### config.mk
export PLATFORM = sky130hd
export DESIGN_NAME = tri_fifo
export DESIGN_NICKNAME = d
export VERILOG_FILES = /design/src/sv/tri_fifo.sv
export SDC_FILE = /design/constraint.sdc
export NUM_CORES = 1
export LEC_CHECK = 0
export ABC_AREA = 1
export BUFFER_PORTS_ARGS = -buffer_cell sky130_fd_sc_hd__buf_2
export CORE_MARGIN = 1
export CORE_UTILIZATION = 50
export DETAILED_ROUTE_END_ITERATION = 10
export GPL_TIMING_DRIVEN = 0
export PLACE_DENSITY = 0.76
export SKIP_CTS_REPAIR_TIMING = 1
export SLEW_MARGIN = 20
export SYNTH_ARGS = -nofsm -noshare
export SYNTH_HDL_FRONTEND = slang
export SYNTH_SLANG_ARGS = --single-unit
### constraint.sdc
create_clock -name clk -period 2.1 [get_ports clk]
set_input_delay 0 -clock clk [delete_from_list [all_inputs] [get_ports clk]]
set_output_delay 0 -clock clk [all_outputs]
set_load 0.02 [all_outputs]
### src/sv/tri_fifo.sv
module tri_fifo #(
  parameter int W = 8
) (
  input  logic         clk,
  input  logic         rst_n,
  input  logic         push_valid,
  output logic         push_ready,
  input  logic [W-1:0] push_data,
  output logic         pop_valid,
  input  logic         pop_ready,
  output logic [W-1:0] pop_data
);

  logic [W-1:0] ent_r [2];
  logic         wp_r;
  logic         rp_r;
  logic [1:0]   cnt_r;
  logic         push;
  logic         pop;

  assign push_ready = cnt_r != 2'd2;
  assign pop_valid  = cnt_r != 2'd0;
  assign push       = push_valid && push_ready;
  assign pop        = pop_valid && pop_ready;
  assign pop_data   = ent_r[rp_r];

  always_ff @(posedge clk) begin
    if (push) begin
      ent_r[wp_r] <= push_data;
    end
  end

  always_ff @(posedge clk) begin
    if (!rst_n) begin
      wp_r  <= 1'b0;
      rp_r  <= 1'b0;
      cnt_r <= 2'd0;
    end else begin
      if (push) begin
        wp_r <= ~wp_r;
      end
      if (pop) begin
        rp_r <= ~rp_r;
      end
      cnt_r <= cnt_r + 2'(push) - 2'(pop);
    end
  end

endmodule

==> Word-level counts from Yosys, hierarchy flattened <==
Memories as Yosys holds them, arrays and structs flattened. A register that Yosys moved wholly into a read port is not among the register bits.
Cells that the tools add are included.
{ "word_totals": {"register_bits": 4, "ramBits": 16, "inputBits": 12, "out_inout_bits": 10, "wordCells": 16, "n_memories": 1} }
{ "memory_table": {"columns": ["name", "depth", "width", "rd", "rd_ports_with_merged_regs", "wr", "line", "source"], "rows": [
  ["ent_r", 2, 8, 1, 1, 1, "14", "logic [W-1:0] ent_r [2];"]
]} }
{ "classes": {"n_addsub": 2, "eq_ne": 1, "mux": 4, "bitwise": 2, "n_reduce_logical": 3} }
{ "ops": {"columns": ["operator", "count"], "rows": [
  ["1-bit two-way mux", 4],
  ["2-bit by 1-bit adder with 2-bit output", 1],
  ["1-bit logical AND", 2],
  ["2-bit != test, second input constant", 1],
  ["1-bit NOT", 2],
  ["2-bit nonzero test", 1],
  ["2-bit by 1-bit subtractor with 2-bit output", 1]
]} }

==> Logic depth before layout (Yosys ltp) <==
Gate-level depths: netlist (run 1).
{ "depth": {"word_depth": 4, "mapped_depth": 11, "depth_no_buf": 11} }

==> Worst setup path before layout (run 1) <==
Ideal clock, no wire load.
{ "synth_path": {"path_kind": "register to register", "startpoint": "register cnt_r[0]", "endpoint": "register cnt_r[1]", "arrival_time_ps": 1383, "required_ps": 1985, "setup_slack_ps": 602, "stages_incl_launch_ff": 11, "period_less_slack_ps": 1498, "cell_sequence": "dfxtp_1 -> inv_1 -> nand2_2 -> nand2_1 -> ha_1 -> inv_1 -> ha_1 -> inv_1 -> nand2_1 -> a21oi_1 -> nor2_1"} }
{ "synth_between": {"elab_chain_cells": 4, "word_cells_on_any_way": 6} }
{ "synth_rtl": {"columns": ["element", "line", "source"], "rows": [
  ["from (decl)", "17", "logic [1:0] cnt_r;"],
  ["from (signal assigned)", "45", "cnt_r <= cnt_r + 2'(push) - 2'(pop);"],
  ["2-bit != test", "21", "assign push_ready = cnt_r != 2'd2;"],
  ["net push_ready", "7", "output logic push_ready,"],
  ["1-bit logical AND", "23", "assign push = push_valid && push_ready;"],
  ["2-bit by 1-bit adder with 2-bit output", "45", null],
  ["2-bit by 1-bit subtractor with 2-bit output", "45", null]
]} }
The timed path passes the listed nets, and every way through them passes these cells.
A chain may end at the register's enable or synchronous reset.

==> Final worst setup path (run 1) <==
{ "layout_path": {"startpoint": "register cnt_r[0]", "endpoint": "register cnt_r[1]"} }
{ "layout_between": {"elab_chain_cells": 4, "word_cells_on_any_way": 6} }
{ "layout_rtl": {"columns": ["element", "line"], "rows": [
  ["2-bit != test", "21"],
  ["1-bit logical AND", "23"],
  ["2-bit by 1-bit adder with 2-bit output", "45"],
  ["2-bit by 1-bit subtractor with 2-bit output (*)", "45"]
]} }
Every way passes the cells marked *; elsewhere a longest branch is shown, timed or not.

==> results of run 1 <==
-- flip-flops by register name, summed over array words and instances (netlist names), named ones only --
signal,flops
cnt_r,2
ent_r,16
rp_r,1
wp_r,1
-- cells in the mapped netlist --
master / instances / area [µm²]
sky130_fd_sc_hd__nor2_2: 1 / 6.260
sky130_fd_sc_hd__nor2_4: 1 / 11.26
sky130_fd_sc_hd__nand2_1: 7 / 26.28
sky130_fd_sc_hd__nor2_1: 6 / 22.52
sky130_fd_sc_hd__nand3_2: 1 / 10.01
sky130_fd_sc_hd__nand2_2: 2 / 12.51
sky130_fd_sc_hd__dfxtp_1: 5 / 100.1
sky130_fd_sc_hd__buf_6: 1 / 11.26
sky130_fd_sc_hd__ha_1: 2 / 25.02
sky130_fd_sc_hd__inv_1: 7 / 26.28
sky130_fd_sc_hd__mux2_4: 8 / 120.1
sky130_fd_sc_hd__a21oi_1: 2 / 10.01
sky130_fd_sc_hd__edfxtp_1: 16 / 480.5
sky130_fd_sc_hd__nand3_1: 2 / 10.01
-- worst reg2reg max path, delay by kind of cell (launching register included) --
family | cells | cell delay, ns
fa+ha+maj | 2 | 0.45
compound gates | 1 | 0.13
simple gates | 4 | 0.30
flops | 1 | 0.39
buf+inv | 3 | 0.18
-- report_power, final --
part | leakage [nW] | internal, mW | switching (mW) | total, mW
Combinational | 0.285 | 0.211 | 0.270 | 0.481
Sequential | 0.191 | 0.533 | 0.0402 | 0.573
Clock | 0.0177 | 0.0709 | 0.118 | 0.189
-- routing by layer --
metal / up-vias / wire, µm / global-route usage [%]
met3: 2 / 63 / 2.917
met2: 17 / 724 / 28.66
li1: 273 / - / -
met5: - / 0 / 0
met4: 0 / 9 / 7.500
met1: 250 / 529 / 15.92
-- worst paths after layout --
| path | endpoint | slack [ns] |
|---|---|---|
| worst min-delay path | wp_r$_SDFFE_PN0N_ | -0.003 |
| worst max register to register | cnt_r[1]$_SDFF_PN0_ | 0.57 |
| worst min register to register | rp_r$_SDFFE_PN0P_ | 0.52 |
| worst max-delay path | cnt_r[1]$_SDFF_PN0_ | 0.57 |
-- per-stage QoR --
stage          worst slack, ns  instances  util (%)
2_1_floorplan           0.6020         61         -
3_3_place_gp            0.5547         98     63.96
3_5_place_dp            0.5714         98     63.96
4_1_cts                 0.5569        102     65.73
5_1_grt                 0.4374        111     71.51
6_report                0.5689        111     71.51
-- cell families after synthesis --
| kind of cell | share of synthesized area [%] |
|---|---|
| simple gates | 11.33 |
| mux | 13.77 |
| compound gates | 1.148 |
| buf+inv | 4.305 |
| flops | 66.57 |
| fa+ha+maj | 2.869 |
-- area by class of cell --
type,instances,area (µm²)
Multi-Input combinational cell,32,254.0
Tap cell,16,20.02
Fill cell,115,444.2
Clock buffer,3,22.52
Timing Repair Buffer,30,195.2
Clock inverter,1,5.005
Sequential cell,21,580.6
Inverter,7,26.28
Buffer,1,11.26
==> impl_metrics.ini, run 1 <==
[power]
p_leak_nw = 0.4937
pwr_density_cell_nw_per_um2 = 1115
design_power_total_mw = 1.243
worst_ir_drop_on_vdd_mv = 0.9639

[status]
failing_checks = design-rule violations, negative hold slack
status = finished, violations left

[synth]
yosys_warnings = 0
synth.net_count = 75
synthesis.area_per_instance_um2 = 14.30
ys_seq_area_share_pct = 66.57
post_synth_num_cell_types = 14
netlist_area_um2 = 872.1
netlist_instances = 61
ys_seq_elements = 21

[die]
num_io_pins = 22
fp-row-count = 14
die_area_um2 = 1915
floorplan.initialDensity_pct = 55.94
fp.dieH_um = 43.77
core-area_um2 = 1559
die_width_um = 43.77

[timing]
relSlewSlack_pct = 56.05
report.final.hold_viol_count = 2
tightest_slew_ns = 0.6568
totalNegativeSetupSlack_ns = 0
grt_setup_unrepaired = false
layout_min_cycle_time_ns = 1.531
fin_hold_ws_ns = -0.003167
setup-violations-final = 0
min_period_over_period_pct = 72.91
max_freq_mhz = 653.1
skew_ns = 0.002556
final-max-slew-violation-count = 0

[worst_setup_path]
worstPathBufferInverterCount = 3
worst_r2r_path_depth = 10
critPathLaunch = cnt_r[0]$_SDFF_PN0_
critPathArrivalTime_ns = 1.74
crit_path_frequent_cell = sky130_fd_sc_hd__inv_1
crit_slowest_cell = sky130_fd_sc_hd__dfxtp_1
setup.worst_path.start_class = flop
cp_max_fo = 4
crit_path_end_kind = flop
cell_by_cell_listing_of_the_critical_path = inv_1 > nand2_2 > nand2_1 > ha_1 > inv_1 > ha_1 > inv_1 > nand2_1 > a21oi_1 > nor2_1
worst_ep_required_time_ns = 2.30
critical_path.max_stage_delay_ns = 0.39
delay_heaviest_family_cp = adder cells
r2r-start = cnt_r[0]$_SDFF_PN0_
path_class = flop to flop
worst-path-stages = 10

[placed_design]
io_buffer_count = 21
post_detailed_placement_half_perimeter_wirelength_um = 983.3
placedInstanceArea_um2 = 997.2
gp_congestion = 0.8235

[detailed_routing]
drt_wl_total_um = 1327
routed_wire_length_per_instance_um = 11.95
vias_per_cell = 4.883
dr.first_iter.drc_count = 4
ant_nets = 0
drc = 2
dr.pass1.iters = 7
via_count = 542

[layout]
layout-drive-gt1-share_pct = 41.05
layout.nets = 110
syn2layout_area_growth_pct = 27.83
most-common-layout-cells = sky130_fd_sc_hd__buf_2 (21), sky130_fd_sc_hd__edfxtp_1 (16), sky130_fd_sc_hd__dlygate4sd3_1 (9), sky130_fd_sc_hd__mux2_4 (8)
mostFrequentLayoutCell = sky130_fd_sc_hd__buf_2
n_antenna_cell = 0
stdcell_area_um2 = 1115

[grt]
overflow = 0
largest_net_degree_at_the_start_of_global_routing = 13
grt_antenna_before_repair = 0
grt_usage_pct = 15.25
global_route_wire_length_before_repair_um = 2076
via_count_of_the_first_global_routing_pass = 511

[clock_tree]
worstSkewPairLatency_ns = 0.30
numCtsBuffers = 3
tritoncts_num_sinks = 21
tritoncts = done
cts.reportedPaths.clkPinSlew_ns = 0.11
htreeDepth = 1
clk_path_buf_depth = 2
ctsRootBufferMaster = sky130_fd_sc_hd__clkbuf_4

[flow_run]
maxCapViolations = 0

[min_path]
worstHoldStart = push_valid
worst_hold_path_type = primary input to flop
min_delay_path_depth = 3
No activity file was read; power rests on OpenSTA's default activity.
==> run 2, diff against run 1 <==
Clock period 2.1 ns to 1.45 ns, I/O delays scaled along.
==> run 2 against run 1 <==
Against the previous run:
- core utilization is 1.8 points higher
- die area unchanged
- cell area grew 2.6%
- clock power is 43% higher
- via count shrank 0.37%
- sequential share of layout area fell by 0.87 points
- hold slack improved by 0.0072 ns
- critical endpoint is now ent_r[0][6]$_DFFE_PP_
- the run ends with design-rule violations left
- routed wire length rose by 4.2%
- largest cell class unchanged
==> impl_metrics.ini, run 2 (same netlist as run 1, synthesis figures left out) <==
[placed_design]
io_buffer_count = 21
post_detailed_placement_half_perimeter_wirelength_um = 942.5
place_inst = 98
placedInstanceArea_um2 = 1002
gp_congestion = 0.8317

[grt]
global_route_wire_length_before_repair_um = 1876
grt.met1_usage_pct = 14.17
via_count_of_the_first_global_routing_pass = 455
largest_net_degree_at_the_start_of_global_routing = 13
grtUsageMet2_pct = 27.46
grt_usage_pct = 14.51
met3_usage_pct = 2.500
grt.busiest_layer = met2
overflow = 0
grt_antenna_before_repair = 0

[layout]
n_antenna_cell = 0
layout_top_registers = ent_r (16), cnt_r (2)
layout-drive-gt1-share_pct = 49.47
fin_cells = 111
mostFrequentLayoutCell = sky130_fd_sc_hd__buf_2
largest_reg_flops = 16
layout.nets = 110
most-common-layout-cells = sky130_fd_sc_hd__buf_2 (21), sky130_fd_sc_hd__edfxtp_1 (16), sky130_fd_sc_hd__dlygate4sd3_1 (9), sky130_fd_sc_hd__mux2_4 (8), sky130_fd_sc_hd__nor2_1 (6)
stdcell_area_um2 = 1144
syn2layout_area_growth_pct = 31.13
largest_register_by_flop_count = ent_r

[timing]
min_period_over_period_pct = 98.94
grt_setup_unrepaired = true
relSlewSlack_pct = 55.40
final-max-slew-violation-count = 0
report.final.hold_viol_count = 0
skew_ns = 0.003582
max_freq_mhz = 697.1
tightest_slew_ns = 0.6665
setup-violations-final = 0
layout_min_cycle_time_ns = 1.435

[die]
die_area_um2 = 1915
die_width_um = 43.77
fp-row-count = 14
fp.dieH_um = 43.77
core-area_um2 = 1559
num_io_pins = 22
floorplan.initialDensity_pct = 55.94

[clock_tree]
cts.reportedPaths.clkPinSlew_ns = 0.11
tritoncts = done
htreeDepth = 1
ctsRootBufferMaster = sky130_fd_sc_hd__clkbuf_4
clk_path_buf_depth = 2
worstSkewPairLatency_ns = 0.30
numCtsBuffers = 3
tritoncts_num_sinks = 21

[worst_setup_path]
cp_max_fo = 8
crit_path_end_kind = flop
setup.worst_path.start_class = flop
path_class = flop to flop
worst_ep_required_time_ns = 1.40
critPathArrivalTime_ns = 1.38
worstPathBufferInverterCount = 1
critical_path.max_stage_delay_ns = 0.51
delay_heaviest_family_cp = simple AND/OR/NAND/NOR gates
ff2ff_setup_slack_ns = 0.02
cell_by_cell_listing_of_the_critical_path = inv_4 > nand2_4 > nand2_2 > nor2_1
crit_slowest_cell = sky130_fd_sc_hd__nor2_1

[detailed_routing]
dr.pass1.iters = 7
drc = 3
ant_nets = 0
routed_wire_length_per_instance_um = 12.46
vias_per_cell = 4.865
drt_wl_total_um = 1383
via_count = 540
dr.first_iter.drc_count = 7

[status]
status = finished, violations left
failing_checks = design-rule violations

[power]
worst_ir_drop_on_vdd_mv = 1.240
p_leak_nw = 0.4988
pwr_density_cell_nw_per_um2 = 1656

[flow_run]
maxCapViolations = 0

[min_path]
worst_hold_path_type = primary input to flop
==> run 2: report_power, final <==
group | switching, mW | internal (mW) | total, mW
clock | 0.167 | 0.103 | 0.270
sequential | 0.0804 | 0.784 | 0.865
combinational | 0.419 | 0.341 | 0.760
total | 0.666 | 1.23 | 1.89
==> run 2: worst min-delay path, cell delays in order <==
cell and delay [ns]:
sky130_fd_sc_hd__buf_2 0.09, sky130_fd_sc_hd__nand3_1 0.07, sky130_fd_sc_hd__nand2_1 0.08, sky130_fd_sc_hd__nor2_1 0.04
==> run 2: worst paths after layout <==
kind | start | end | depth (start not counted)
worst min-delay path | pop_ready | rp_r$_SDFFE_PN0P_ | 4
worst max register to register | cnt_r[0]$_SDFF_PN0_ | ent_r[0][6]$_DFFE_PP_ | 4
worst min register to register | rp_r$_SDFFE_PN0P_ | rp_r$_SDFFE_PN0P_ | 2
worst max-delay path | cnt_r[0]$_SDFF_PN0_ | ent_r[0][6]$_DFFE_PP_ | 4
==> run 2: metrics by stage <==
| step | power, mW | setup slack (ns) | TNS [ns] | utilization, % | hold slack (ns) |
|---|---|---|---|---|---|
| 2_1_floorplan | 1.376 | 0.007811 | 0 | - | 0.09345 |
| 3_3_place_gp | 1.525 | -0.04699 | -0.3818 | 64.29 | 0.1871 |
| 3_5_place_dp | 1.554 | -0.04786 | -0.3942 | 64.29 | 0.1918 |
| 4_1_cts | 1.825 | -0.07449 | -0.5594 | 66.05 | -0.1278 |
| 5_1_grt | 1.999 | -0.07052 | -0.6131 | 73.35 | 0.02598 |
| 6_report | 1.894 | 0.01543 | 0 | 73.35 | 0.003995 |
==> run 2: cell type report <==
class,count,area (µm²)
inverters,7,28.78
clock buffers,3,22.52
clock inverters,1,5.005
multi-input cells,32,275.3
well taps,16,20.02
fillers,110,415.4
plain buffers,1,11.26
repair buffers,30,195.2
flip-flops and latches,21,585.6
==> run 2: metal layers <==
layer / part of all wire [%] / wire length (µm) / vias to the layer above
li1: - / - / 276
met1: 37 / 509 / 248
met2: 58 / 799 / 14
met3: 3.5 / 48 / 2
met4: 1.8 / 25 / 0
met5: 0 / 0 / -
