<file path="config.mk">
export PLATFORM = sky130hd
export DESIGN_NAME = tri_front_flat
export DESIGN_NICKNAME = d
export VERILOG_FILES = /design/src/sv/tri_pkg.sv /design/src/sv/tri_ifs.sv /design/src/sv/tri_front.sv /design/src/flat_wrapper.sv
export SDC_FILE = /design/constraint.sdc
export NUM_CORES = 1
export LEC_CHECK = 0
export ABC_AREA = 0
export BUFFER_PORTS_ARGS = -buffer_cell sky130_fd_sc_hd__buf_4
export CAP_MARGIN = 20
export CORE_AREA = 2 2 260 262
export DETAILED_ROUTE_END_ITERATION = 8
export DIE_AREA = 0 0 262 264
export PLACE_DENSITY_LB_ADDON = 0.15
export REMOVE_ABC_BUFFERS = 1
export SETUP_SLACK_MARGIN = 0.15
export SLEW_MARGIN = 20
export SYNTH_ARGS = -nofsm -noshare
export SYNTH_HDL_FRONTEND = slang
export SYNTH_SLANG_ARGS = --single-unit
</file>
<file path="constraint.sdc">
create_clock -name clk -period 6.7 [get_ports clk]
set_clock_uncertainty 0.1 [all_clocks]
set_input_delay 0.67 -clock clk [delete_from_list [all_inputs] [get_ports clk]]
set_output_delay 0.67 -clock clk [all_outputs]
set_load 0.1 [all_outputs]
</file>
<file path="src/sv/tri_pkg.sv">
package tri_pkg;

  localparam int CW         = 29;
  localparam int RW         = 28;
  localparam int TOL_W      = 16;
  localparam int FRAC_BITS  = 8;
  localparam int DFW        = CW + 1;
  localparam int SQW        = 2 * CW;
  localparam int TW         = SQW + 1;
  localparam int CBW        = TW + 1;
  localparam int DPW        = 2 * DFW;
  localparam int DAW        = DPW + 1;
  localparam int DEN_W      = DAW + 1;
  localparam int PRW        = CBW + DFW;
  localparam int NUM_W      = PRW + 1;
  localparam int QUO_W      = CW + 1;
  localparam int MUL_CHUNK  = 30;
  localparam int MUL_LAT    = 4;
  localparam int DIV_LAT    = QUO_W + 3;
  localparam int PIPE_LAT   = 2 * MUL_LAT + DIV_LAT + 5;

  localparam logic [TOL_W-1:0] TOL_RESET = 16'd3;

  localparam logic [1:0] ST_OK   = 2'd0;
  localparam logic [1:0] ST_ALLX = 2'd1;
  localparam logic [1:0] ST_COLL = 2'd2;

  typedef struct packed {
    logic signed [CW-1:0]  xa;
    logic signed [CW-1:0]  ya;
    logic [RW-1:0]         ra;
    logic signed [CW-1:0]  xb;
    logic signed [CW-1:0]  yb;
    logic [RW-1:0]         rb;
    logic signed [CW-1:0]  xc;
    logic signed [CW-1:0]  yc;
    logic [RW-1:0]         rc;
    logic signed [DFW-1:0] dxb;
    logic signed [DFW-1:0] dyb;
    logic signed [DFW-1:0] dxc;
    logic signed [DFW-1:0] dyc;
    logic                  all_eq;
  } tri_item_t;

endpackage

</file>
<file path="src/sv/tri_ifs.sv">
interface tri_in_if import tri_pkg::*; ();
  logic                 valid;
  logic                 ready;
  logic signed [CW-1:0] anchor_a_x;
  logic signed [CW-1:0] anchor_a_y;
  logic [RW-1:0]        range_a;
  logic signed [CW-1:0] anchor_b_x;
  logic signed [CW-1:0] anchor_b_y;
  logic [RW-1:0]        range_b;
  logic signed [CW-1:0] anchor_c_x;
  logic signed [CW-1:0] anchor_c_y;
  logic [RW-1:0]        range_c;

  modport source (output valid, anchor_a_x, anchor_a_y, range_a, anchor_b_x, anchor_b_y,
                  range_b, anchor_c_x, anchor_c_y, range_c, input ready);
  modport sink (input valid, anchor_a_x, anchor_a_y, range_a, anchor_b_x, anchor_b_y,
                range_b, anchor_c_x, anchor_c_y, range_c, output ready);
endinterface


interface tri_cfg_if import tri_pkg::*; ();
  logic             valid;
  logic             ready;
  logic [TOL_W-1:0] data;

  modport source (output valid, data, input ready);
  modport sink (input valid, data, output ready);
endinterface

</file>
<file path="src/sv/tri_front.sv">
module tri_front import tri_pkg::*; (
  input  logic      clk,
  input  logic      rst_n,
  tri_in_if.sink    in_ch,
  tri_cfg_if.sink   cfg_ch,
  output logic      item_valid,
  input  logic      item_ready,
  output tri_item_t item
);

  logic [TOL_W-1:0]      tol_r;
  logic signed [DFW-1:0] dxb;
  logic signed [DFW-1:0] dxc;
  logic [DFW-1:0]        adxb;
  logic [DFW-1:0]        adxc;

  assign cfg_ch.ready = 1'b1;

  always_ff @(posedge clk) begin
    if (!rst_n) begin
      tol_r <= TOL_RESET;
    end else if (cfg_ch.valid) begin
      tol_r <= cfg_ch.data;
    end
  end

  assign dxb  = DFW'(in_ch.anchor_b_x) - DFW'(in_ch.anchor_a_x);
  assign dxc  = DFW'(in_ch.anchor_c_x) - DFW'(in_ch.anchor_a_x);
  assign adxb = dxb[DFW-1] ? DFW'(-dxb) : DFW'(dxb);
  assign adxc = dxc[DFW-1] ? DFW'(-dxc) : DFW'(dxc);

  always_comb begin
    item.xa     = in_ch.anchor_a_x;
    item.ya     = in_ch.anchor_a_y;
    item.ra     = in_ch.range_a;
    item.xb     = in_ch.anchor_b_x;
    item.yb     = in_ch.anchor_b_y;
    item.rb     = in_ch.range_b;
    item.xc     = in_ch.anchor_c_x;
    item.yc     = in_ch.anchor_c_y;
    item.rc     = in_ch.range_c;
    item.dxb    = dxb;
    item.dyb    = DFW'(in_ch.anchor_b_y) - DFW'(in_ch.anchor_a_y);
    item.dxc    = dxc;
    item.dyc    = DFW'(in_ch.anchor_c_y) - DFW'(in_ch.anchor_a_y);
    item.all_eq = (adxb < DFW'(tol_r)) && (adxc < DFW'(tol_r));
  end

  assign item_valid  = in_ch.valid;
  assign in_ch.ready = item_ready;

endmodule

</file>
<file path="src/flat_wrapper.sv">
// flat-port wrapper written by rule: the top's interface ports become plain ports
module tri_front_flat import tri_pkg::*;
  (clk, rst_n, item_valid, item_ready, item, in_ch_valid, in_ch_anchor_a_x, in_ch_anchor_a_y, in_ch_range_a, in_ch_anchor_b_x, in_ch_anchor_b_y, in_ch_range_b, in_ch_anchor_c_x, in_ch_anchor_c_y, in_ch_range_c, in_ch_ready, cfg_ch_valid, cfg_ch_data, cfg_ch_ready);
  tri_in_if in_ch_i ();
  tri_cfg_if cfg_ch_i ();
  input  logic clk;
  input  logic rst_n;
  output logic item_valid;
  input  logic item_ready;
  output tri_item_t item;
  input wire logic [$bits(in_ch_i.valid)-1:0] in_ch_valid;
  input wire logic [$bits(in_ch_i.anchor_a_x)-1:0] in_ch_anchor_a_x;
  input wire logic [$bits(in_ch_i.anchor_a_y)-1:0] in_ch_anchor_a_y;
  input wire logic [$bits(in_ch_i.range_a)-1:0] in_ch_range_a;
  input wire logic [$bits(in_ch_i.anchor_b_x)-1:0] in_ch_anchor_b_x;
  input wire logic [$bits(in_ch_i.anchor_b_y)-1:0] in_ch_anchor_b_y;
  input wire logic [$bits(in_ch_i.range_b)-1:0] in_ch_range_b;
  input wire logic [$bits(in_ch_i.anchor_c_x)-1:0] in_ch_anchor_c_x;
  input wire logic [$bits(in_ch_i.anchor_c_y)-1:0] in_ch_anchor_c_y;
  input wire logic [$bits(in_ch_i.range_c)-1:0] in_ch_range_c;
  output wire logic [$bits(in_ch_i.ready)-1:0] in_ch_ready;
  input wire logic [$bits(cfg_ch_i.valid)-1:0] cfg_ch_valid;
  input wire logic [$bits(cfg_ch_i.data)-1:0] cfg_ch_data;
  output wire logic [$bits(cfg_ch_i.ready)-1:0] cfg_ch_ready;
  assign in_ch_i.valid = in_ch_valid;
  assign in_ch_i.anchor_a_x = in_ch_anchor_a_x;
  assign in_ch_i.anchor_a_y = in_ch_anchor_a_y;
  assign in_ch_i.range_a = in_ch_range_a;
  assign in_ch_i.anchor_b_x = in_ch_anchor_b_x;
  assign in_ch_i.anchor_b_y = in_ch_anchor_b_y;
  assign in_ch_i.range_b = in_ch_range_b;
  assign in_ch_i.anchor_c_x = in_ch_anchor_c_x;
  assign in_ch_i.anchor_c_y = in_ch_anchor_c_y;
  assign in_ch_i.range_c = in_ch_range_c;
  assign in_ch_ready = in_ch_i.ready;
  assign cfg_ch_i.valid = cfg_ch_valid;
  assign cfg_ch_i.data = cfg_ch_data;
  assign cfg_ch_ready = cfg_ch_i.ready;
  tri_front u_core (.clk(clk), .rst_n(rst_n), .in_ch(in_ch_i), .cfg_ch(cfg_ch_i), .item_valid(item_valid), .item_ready(item_ready), .item(item));
endmodule
</file>
Word level (Yosys, flattened, before mapping)
Index checks and enable logic that the tools add are counted.
{"block": "classes", "n_mux": 2, "order_cmp": 2, "reduce_logical": 1, "add_sub_neg": 6}
{"operator": "$sub 29x29->30", "count": 4}
{"operator": "$lt 30x16->1", "count": 2}
{"operator": "$mux 30", "count": 2}
{"operator": "$neg 30->30", "count": 2}
{"operator": "$logic_and 1x1->1", "count": 1}
{"block": "totals", "ff_bits": 16, "wordCells": 12, "input_bits": 279, "output_inout_bits": 382}

Depth between registers and ports, before layout
Gate-level depths: netlist (run 1).
{"block": "depth", "depth_word": 5, "mapped_depth": 28, "depth_no_buf": 26}

Worst setup path after synthesis (run 1)
Ideal clock, no wire load.
{"block": "synth_timing", "path_type": "input to output", "from": "input in_ch_anchor_b_x[0]", "to": "output item[0] in the netlist's numbering", "n_path_buf": 0, "required_ns": 5.930, "slack_ns": -3.620, "stages": 21, "arrival_ns": 9.550, "path_cell_list": "inv_1 ha_1 inv_1 fa_1 a211o_1 a21bo_2 nand3_1 o311ai_0 a31o_2 nor3_1 a31oi_1 xor2_1 ha_1 a21o_1 a211oi_1 o221ai_1 nor4_1 o211ai_1 nor4_1 nand4_1 nor4_2"}
{"item": "from (decl)", "line": "flat_wrapper.sv:15", "rtl": "input wire logic [$bits(in_ch_i.anchor_b_x)-1:0] in_ch_anchor_b_x;"}
{"item": "to (decl)", "line": "flat_wrapper.sv:10", "rtl": "output tri_item_t item;"}

==> impl_metrics.prom, run 1 <==
# TYPE chip_impl_metric gauge
chip_impl_info{name="outcome",value="completed"} 1
chip_impl_metric{name="io_pins",unit=""} 661
chip_impl_metric{name="timing.fmax",unit="MHz"} 153
chip_impl_metric{name="route.vias.total",unit=""} 12681
chip_impl_metric{name="place.gp.congestion",unit=""} 0.873
chip_impl_metric{name="placed_area",unit="um2"} 15600
chip_impl_metric{name="layout-drive-gt1-share",unit="%"} 40.6
chip_impl_metric{name="layout_fillers",unit=""} 7466
chip_impl_metric{name="final-seq-area",unit="um2"} 320
chip_impl_metric{name="finalCoreUtilization",unit="%"} 24.2
chip_impl_metric{name="synth.lib_cells_used.distinct",unit=""} 93
chip_impl_metric{name="num_rows",unit=""} 95
chip_impl_metric{name="fin_crit",unit="ns"} 6.55
chip_impl_metric{name="worstPathRequired",unit="ns"} 5.93
chip_impl_info{name="timing_worst_setup_path_type",value="in2out"} 1
chip_impl_metric{name="max_cap_viol_count",unit=""} 0
chip_impl_metric{name="worstPathArrival",unit="ns"} 5.78
chip_impl_metric{name="cts_max_path_buffers",unit=""} 2
chip_impl_info{name="synth.area.top_cells",value="sky130_fd_sc_hd__buf_4 (18%), sky130_fd_sc_hd__ha_1 (17%), sky130_fd_sc_hd__xnor2_1 (6.9%)"} 1
chip_impl_metric{name="cts_hold_buf",unit=""} 0
chip_impl_metric{name="critical_path_peak_fanout",unit=""} 5
chip_impl_metric{name="cts.sinks",unit=""} 16
chip_impl_metric{name="leakage_power_of_the_design",unit="nW"} 7.84
chip_impl_metric{name="synth_seq_cells",unit=""} 16
chip_impl_metric{name="cts.reportedPaths.clkPinSlew",unit="ns"} 0.05
chip_impl_metric{name="net-switching-power",unit="W"} 0.00261
chip_impl_metric{name="sequentialPowerShare",unit="%"} 2.7
chip_impl_metric{name="largest_register_ff_count",unit=""} 16
chip_impl_metric{name="die_y",unit="um"} 264
chip_impl_metric{name="number_of_clock_buffers_inserted_by_tritoncts",unit=""} 3
chip_impl_info{name="rsz0062_at_grt",value="yes"} 1
chip_impl_metric{name="final_design_area_no_fill",unit="um2"} 16100
chip_impl_metric{name="maxSlewViolCount",unit=""} 0
chip_impl_metric{name="maxSlewHeadroom",unit="%"} 30.5
chip_impl_info{name="grt.busiest_layer",value="met2"} 1
chip_impl_metric{name="die_area",unit="um2"} 69200
chip_impl_metric{name="p_comb_share",unit="%"} 93.8
chip_impl_metric{name="detail_route.wirelength",unit="um"} 62800
chip_impl_info{name="timing.critical_path.from_type",value="input port"} 1
chip_impl_info{name="cts_tree",value="built"} 1
chip_impl_metric{name="ctsHtreeMaxLevel",unit=""} 1
chip_impl_metric{name="final_global_route_overflow_total",unit=""} 0
chip_impl_metric{name="first_global_vias",unit=""} 12572
chip_impl_info{name="worst_min_delay_path_category",value="reg2reg"} 1
chip_impl_metric{name="number_of_antenna_violations_at_the_first_check_in_global_routing",unit=""} 1
chip_impl_metric{name="syn-mean-instance-area",unit="um2"} 7.05
chip_impl_metric{name="grtUsageMet2",unit="%"} 26.0
chip_impl_metric{name="drt_drc_violations_left",unit=""} 0
chip_impl_metric{name="synth-seq-area-share",unit="%"} 2.89
chip_impl_metric{name="clk-insertion-delay-late",unit="ns"} 0.25
chip_impl_info{name="biggestRegsByFlops",value="u_core.tol_r x16"} 1
chip_impl_metric{name="synth-edff-count",unit=""} 0
chip_impl_metric{name="part_of_the_power_in_the_clock_network",unit="%"} 3.5
chip_impl_metric{name="power.ir.vdd_worst",unit="mV"} 0.124
chip_impl_metric{name="synthesis.instances",unit=""} 1572
chip_impl_metric{name="synthDominantCellAreaShare",unit="%"} 17.7
chip_impl_metric{name="fraction_of_power_spent_switching_nets",unit="%"} 68.6
chip_impl_metric{name="grt_start_max_net_pins",unit=""} 18
chip_impl_metric{name="place.port_buffers",unit=""} 487
chip_impl_metric{name="pwr_density_cell",unit="nW/um2"} 236
chip_impl_metric{name="globalRouteMet3Util",unit="%"} 7.50
chip_impl_metric{name="finalSetupViolations",unit=""} 0
chip_impl_metric{name="finalNetCount",unit=""} 2456
chip_impl_metric{name="first_pass_grt_wire_length",unit="um"} 87700
chip_impl_metric{name="groute.layer.met1.usage",unit="%"} 22.6
chip_impl_info{name="largest_register",value="u_core.tol_r"} 1
chip_impl_metric{name="worst-slew-pin-transition",unit="ns"} 1.03
chip_impl_metric{name="multi_input_area",unit="um2"} 8500
chip_impl_metric{name="dp_hpwl",unit="um"} 56700
chip_impl_metric{name="drt_pre_antenna_iters",unit=""} 4
chip_impl_metric{name="worst_hold_slack",unit="ns"} 0.423
chip_impl_metric{name="netlist_area_before_placement",unit="um2"} 11100
chip_impl_info{name="mostFrequentLayoutCell",value="sky130_fd_sc_hd__buf_4"} 1
chip_impl_metric{name="synth-async-reset-ratio",unit="%"} 0
chip_impl_metric{name="routed_via_density",unit=""} 4.38
chip_impl_metric{name="period_share",unit="%"} 97.7
chip_impl_info{name="cts.root.buffer_cell",value="sky130_fd_sc_hd__clkbuf_16"} 1
chip_impl_metric{name="die_width",unit="um"} 262
chip_impl_metric{name="final-hold-violation-count",unit=""} 0
chip_impl_metric{name="flow.area_growth_from_synthesis",unit="%"} 45.4
chip_impl_info{name="synth-main-ff-cell",value="sky130_fd_sc_hd__dfxtp_1"} 1
chip_impl_metric{name="drt_iter0_markers",unit=""} 626
chip_impl_info{name="synth_top_area_cell",value="sky130_fd_sc_hd__buf_4"} 1
chip_impl_info{name="most-common-layout-cells",value="sky130_fd_sc_hd__buf_4 (734), sky130_fd_sc_hd__inv_1 (141), sky130_fd_sc_hd__ha_1 (137)"} 1
chip_impl_metric{name="p_int",unit="W"} 0.00119
chip_impl_metric{name="placeableCoreArea",unit="um2"} 66600
chip_impl_metric{name="ys_warn_count",unit=""} 0
chip_impl_metric{name="grt_util_all_layers",unit="%"} 17.3
chip_impl_metric{name="routed_wire_length_per_instance",unit="um"} 21.7
chip_impl_metric{name="initial_core_util",unit="%"} 16.7
chip_impl_metric{name="drt.antenna.violating_nets",unit=""} 0
chip_impl_metric{name="post_route_setup_tns",unit="ns"} 0
chip_impl_info{name="endpoint_kind",value="output pin"} 1
## routing by layer
| layer | up-vias | wire (um) | part of all wire, % |
|---|---|---|---|
| met5 | - | 445 | 0.71 |
| met2 | 443 | 26900 | 43 |
| met1 | 5953 | 28100 | 45 |
| li1 | 6237 | - | - |
| met3 | 40 | 6280 | 10 |
| met4 | 8 | 1070 | 1.7 |
## worst paths after layout
check                                          start          endpoint  slack [ns]  cells past startpoint
worst max-delay path            in_ch_anchor_a_x[19]           item[0]        0.15                     27
worst min-delay path                u_core.tol_r[15]  u_core.tol_r[15]        0.42                      2
worst max register to register       u_core.tol_r[0]   u_core.tol_r[0]        5.95                      2
worst min register to register      u_core.tol_r[15]  u_core.tol_r[15]        0.42                      2
## through the flow
stage                     instances  total power, W  setup slack (ns)
after floorplan                1283         0.00215             -3.62
after CTS                      2897         0.00383             0.104
after global routing           2898         0.00401            -0.204
after global placement         2880         0.00362            -0.639
after detailed placement       2880         0.00362            -0.703
final                          2898         0.00380             0.152
## final cells by class
class	count	share of cell area [%]
sequential	16	1.99
timing repair buffer	737	34.4
multi-input combinational	1118	52.7
tap	873	6.78
antenna	1	0.0155
inverter	149	3.52
clock buffer	4	0.551
## synth_stat cells (all sizes together) (34+ instances only)
library cell and instances:
ha 148, nand3 37, inv 147, a21o 37, o21ai 71, buf 265, a21oi 97, nor2 116
nor2b 34, nor3 42, xnor2 87, nand2 75
## critical path: stages
cell	delay, ns
sky130_fd_sc_hd__buf_4	0.11
sky130_fd_sc_hd__inv_1	0.13
sky130_fd_sc_hd__ha_1	0.26
sky130_fd_sc_hd__and2_1	0.20
sky130_fd_sc_hd__a221oi_1	0.51
sky130_fd_sc_hd__o221a_4	0.29
sky130_fd_sc_hd__a21oi_4	0.07
sky130_fd_sc_hd__a311oi_2	0.29
sky130_fd_sc_hd__o31ai_2	0.08
sky130_fd_sc_hd__buf_4	0.17
sky130_fd_sc_hd__a21oi_1	0.19
sky130_fd_sc_hd__ha_1	0.25
sky130_fd_sc_hd__a21boi_1	0.12
sky130_fd_sc_hd__o21a_1	0.19
sky130_fd_sc_hd__o21a_1	0.17
sky130_fd_sc_hd__o21a_1	0.16
sky130_fd_sc_hd__o21a_1	0.16
sky130_fd_sc_hd__o21ai_1	0.16
sky130_fd_sc_hd__a31o_2	0.19
sky130_fd_sc_hd__a21oi_2	0.05
sky130_fd_sc_hd__nor4_2	0.19
sky130_fd_sc_hd__buf_4	0.18
sky130_fd_sc_hd__o211ai_1	0.11
sky130_fd_sc_hd__nor4_2	0.15
sky130_fd_sc_hd__nand4_1	0.15
sky130_fd_sc_hd__nor4_2	0.27
sky130_fd_sc_hd__buf_6	0.28
## power groups by stage
stage          clock network [W]  registers (W)  logic, W
2_1_floorplan                  0       0.000105   0.00205
3_3_place_gp                   0       0.000106   0.00352
3_5_place_dp                   0       0.000106   0.00351
4_1_cts                 0.000136       0.000104   0.00359
5_1_grt                 0.000138       0.000105   0.00377
6_report                0.000132       0.000104   0.00356
## cells by family (layout without fill, tap and decap cells)
| group | count (synthesis) | after routing | synth area share (%) |
|---|---|---|---|
| adder cells (fa/ha/maj) | 152 | 152 | 17.4 |
| other | 1 | 2 | 0.0338 |
| AO/OA/AOI/OAI | 409 | 409 | 25.1 |
| AND/OR/NAND/NOR | 416 | 416 | 19.4 |
| multiplexers | 22 | 22 | 1.99 |
| flip-flops | 16 | 16 | 2.89 |
| buffers and inverters | 438 | 890 | 23.8 |
| XOR/XNOR | 118 | 118 | 9.39 |
## timing repair
action	4_1_cts	5_1_grt
cloned	0	0
resized for setup	67	1
pin swaps	30	0
endpoints found under the setup margin	1	1
buffers inserted	13	0
(Power assumes the default switching activity.)
==> run 2: changes to the inputs <==
--- a/config.mk
+++ b/config.mk
@@ -8,9 +8,9 @@
 export ABC_AREA = 0
 export BUFFER_PORTS_ARGS = -buffer_cell sky130_fd_sc_hd__buf_4
 export CAP_MARGIN = 20
-export CORE_AREA = 2 2 260 262
+export CORE_AREA = 2 2 254 256
 export DETAILED_ROUTE_END_ITERATION = 8
-export DIE_AREA = 0 0 262 264
+export DIE_AREA = 0 0 256 258
 export PLACE_DENSITY_LB_ADDON = 0.15
 export REMOVE_ABC_BUFFERS = 1
 export SETUP_SLACK_MARGIN = 0.15
==> run 2 against run 1 <==
First-iteration DRC count down 3.5%. Via count down 0.39%. Sequential power about the same. Fmax up 0.21%. Non-clock buffer count unchanged. Final cell count down 0.59%. Power up 1.1%. Worst hold slack worse by 0.0020 ns. Wire length up 1.3%. Design area up 1.2%. Largest cell class unchanged.
==> impl_metrics.prom, run 2 (synthesis results as in run 1) <==
# TYPE chip_impl_metric gauge
chip_impl_info{name="endpoint_kind",value="output pin"} 1
chip_impl_metric{name="drt_drc_violations_left",unit=""} 0
chip_impl_metric{name="routed_via_density",unit=""} 4.38
chip_impl_metric{name="drt.antenna.violating_nets",unit=""} 0
chip_impl_metric{name="critical_path_peak_fanout",unit=""} 3
chip_impl_metric{name="place_ws",unit="ns"} -0.471
chip_impl_metric{name="number_of_clock_buffers_inserted_by_tritoncts",unit=""} 3
chip_impl_metric{name="ctsHtreeMaxLevel",unit=""} 1
chip_impl_info{name="cts_tree",value="built"} 1
chip_impl_metric{name="worstPathRequired",unit="ns"} 5.93
chip_impl_metric{name="routed_wire_length_per_instance",unit="um"} 22.1
chip_impl_metric{name="grt_start_max_net_pins",unit=""} 18
chip_impl_metric{name="largest_register_ff_count",unit=""} 16
chip_impl_metric{name="finalSetupViolations",unit=""} 0
chip_impl_metric{name="period_share",unit="%"} 97.5
chip_impl_metric{name="drt_iter0_markers",unit=""} 604
chip_impl_metric{name="maxSlewViolCount",unit=""} 0
chip_impl_info{name="rsz0062_at_grt",value="yes"} 1
chip_impl_metric{name="r2r_slack",unit="ns"} 5.91
chip_impl_metric{name="layout-drive-gt1-share",unit="%"} 42.1
chip_impl_metric{name="leakage_power_of_the_design",unit="nW"} 7.88
chip_impl_info{name="timing.critical_path.from_type",value="input port"} 1
chip_impl_metric{name="drt_pre_antenna_iters",unit=""} 5
chip_impl_metric{name="number_of_antenna_violations_at_the_first_check_in_global_routing",unit=""} 2
chip_impl_metric{name="die_width",unit="um"} 256
chip_impl_metric{name="pwr_density_cell",unit="nW/um2"} 236
chip_impl_metric{name="finalNetCount",unit=""} 2456
chip_impl_metric{name="io_pins",unit=""} 661
chip_impl_metric{name="dp_hpwl",unit="um"} 56900
chip_impl_info{name="biggestRegsByFlops",value="u_core.tol_r x16"} 1
chip_impl_metric{name="timing.fmax",unit="MHz"} 153
chip_impl_metric{name="detail_route.wirelength",unit="um"} 63600
chip_impl_info{name="outcome",value="completed"} 1
chip_impl_metric{name="final_global_route_overflow_total",unit=""} 0
chip_impl_metric{name="max_cap_viol_count",unit=""} 0
chip_impl_metric{name="first_global_vias",unit=""} 12672
chip_impl_metric{name="fin_crit",unit="ns"} 6.53
chip_impl_info{name="worst_r2r_startpoint",value="u_core.tol_r[0]"} 1
chip_impl_metric{name="initial_core_util",unit="%"} 17.4
chip_impl_metric{name="final-seq-area",unit="um2"} 320
chip_impl_metric{name="place.port_buffers",unit=""} 487
chip_impl_metric{name="flow.area_growth_from_synthesis",unit="%"} 47.1
chip_impl_metric{name="first_pass_grt_wire_length",unit="um"} 88300
chip_impl_metric{name="multi_input_area",unit="um2"} 8670
chip_impl_metric{name="power.ir.vdd_worst",unit="mV"} 0.144
chip_impl_info{name="largest_register",value="u_core.tol_r"} 1
chip_impl_metric{name="maxSlewHeadroom",unit="%"} 54.6
chip_impl_info{name="worst_setup_sp",value="in_ch_anchor_a_x[1]"} 1
chip_impl_metric{name="die_y",unit="um"} 258
chip_impl_metric{name="grt_util_all_layers",unit="%"} 18.1
chip_impl_metric{name="num_rows",unit=""} 93
chip_impl_metric{name="worst_hold_slack",unit="ns"} 0.421
chip_impl_metric{name="route.vias.total",unit=""} 12631
chip_impl_metric{name="worst-r2r-cell-count",unit=""} 2
chip_impl_metric{name="fin_ws",unit="ns"} 0.166
chip_impl_info{name="critical_path.endpoint",value="item[0]"} 1
chip_impl_metric{name="finalPower",unit="W"} 0.00384
chip_impl_metric{name="clk-insertion-delay-late",unit="ns"} 0.24
chip_impl_metric{name="place.gp.congestion",unit=""} 0.874
chip_impl_metric{name="cts.reportedPaths.clkPinSlew",unit="ns"} 0.05
chip_impl_info{name="most-common-layout-cells",value="sky130_fd_sc_hd__buf_4 (730), sky130_fd_sc_hd__inv_1 (134), sky130_fd_sc_hd__ha_1 (132)"} 1
chip_impl_info{name="mostFrequentLayoutCell",value="sky130_fd_sc_hd__buf_4"} 1
chip_impl_info{name="crit-reg2reg-capture",value="u_core.tol_r[0]"} 1
chip_impl_metric{name="placeableCoreArea",unit="um2"} 63600
chip_impl_metric{name="die_area",unit="um2"} 66000
chip_impl_metric{name="final-hold-violation-count",unit=""} 0
chip_impl_metric{name="worst-slew-pin-transition",unit="ns"} 0.676
chip_impl_metric{name="layout_fillers",unit=""} 7094
chip_impl_metric{name="cts_max_path_buffers",unit=""} 2
chip_impl_info{name="cts.root.buffer_cell",value="sky130_fd_sc_hd__clkbuf_16"} 1
chip_impl_metric{name="worstPathArrival",unit="ns"} 5.76
chip_impl_metric{name="cts.sinks",unit=""} 16
chip_impl_info{name="worst_min_delay_path_category",value="reg2reg"} 1
chip_impl_info{name="timing_worst_setup_path_type",value="in2out"} 1
## run 2: cell count changes in the layout (fill, tap and decap cells not counted), sizes merged
cell      previous run  this run
clkinv               2         1
diode                1         2
clkinvlp             1         3
inv                146       145
## run 2: cell type report
type                       count  area share (%)
multi-input combinational   1118            53.2
timing repair buffer         737            34.2
tap                          855            6.56
inverter                     149            3.55
sequential                    16            1.96
clock buffer                   4           0.545
antenna                        2          0.0307
## run 2: power breakdown
group          internal, W  switching (W)  total [W]  leakage [nW]
clock            0.0000906      0.0000364   0.000127        0.0442
sequential        0.000101     0.00000351   0.000105         0.132
combinational      0.00103        0.00258    0.00361          7.70
## run 2: worst min path at each step
| stage | from | end | cells after the start |
|---|---|---|---|
| 6_report | u_core.tol_r[10] | u_core.tol_r[10] | 2 |
| 3_5_place_dp | u_core.tol_r[13] | u_core.tol_r[13] | 2 |
| 2_1_floorplan | u_core.tol_r[0] | u_core.tol_r[0] | 2 |
| 4_1_cts | u_core.tol_r[13] | u_core.tol_r[13] | 2 |
| 3_3_place_gp | u_core.tol_r[11] | u_core.tol_r[11] | 2 |
| 5_1_grt | u_core.tol_r[13] | u_core.tol_r[13] | 2 |
## run 2: what timing repair did
| action | CTS | global route |
|---|---|---|
| pin swaps | 41 | 37 |
| endpoints found under the setup margin | 1 | 1 |
| hold buffers | 0 | 0 |
| endpoints found under the hold margin | 0 | 0 |
| resized for setup | 72 | 45 |
| setup buffers | 19 | 4 |
## run 2: routing by layer
layer | track usage, % | part of all wire [%] | wire length (um) | vias to the layer above
met4 | 3.05 | 1.5 | 926 | 8
met1 | 22.3 | 43 | 27400 | 5845
met2 | 26.8 | 42 | 26600 | 523
met3 | 10.7 | 13 | 8080 | 42
met5 | 6.20 | 0.92 | 586 | -
li1 | - | - | - | 6213
## run 2: worst max-delay path, stage by stage
cell and delay (ns):
sky130_fd_sc_hd__buf_4 0.10, sky130_fd_sc_hd__inv_4 0.04, sky130_fd_sc_hd__buf_12 0.12, sky130_fd_sc_hd__ha_1 0.26, sky130_fd_sc_hd__nand2b_1 0.08, sky130_fd_sc_hd__buf_4 0.15, sky130_fd_sc_hd__a221o_1 0.36, sky130_fd_sc_hd__a2111oi_4 0.37
sky130_fd_sc_hd__or3b_4 0.42, sky130_fd_sc_hd__buf_4 0.16, sky130_fd_sc_hd__nor3_4 0.13, sky130_fd_sc_hd__buf_6 0.14, sky130_fd_sc_hd__nor2_4 0.04, sky130_fd_sc_hd__xor2_1 0.16, sky130_fd_sc_hd__ha_1 0.31, sky130_fd_sc_hd__a21o_1 0.22
sky130_fd_sc_hd__a2111oi_4 0.31, sky130_fd_sc_hd__buf_4 0.16, sky130_fd_sc_hd__nor3_1 0.04, sky130_fd_sc_hd__nor4_2 0.28, sky130_fd_sc_hd__buf_4 0.17, sky130_fd_sc_hd__o211ai_1 0.09, sky130_fd_sc_hd__nor4_1 0.28, sky130_fd_sc_hd__nand4_1 0.17
sky130_fd_sc_hd__nor4_2 0.22, sky130_fd_sc_hd__buf_6 0.28
## run 2: metrics by stage
step	TNS, ns	utilization, %	area [um2]	instances
after floorplan	-3.62	-	9010	1283
after global placement	-0.409	24.3	15500	2852
after detailed placement	-0.471	24.3	15500	2852
after CTS	0	25.3	16100	2875
after global routing	-0.0910	25.6	16300	2881
final	0	25.6	16300	2881
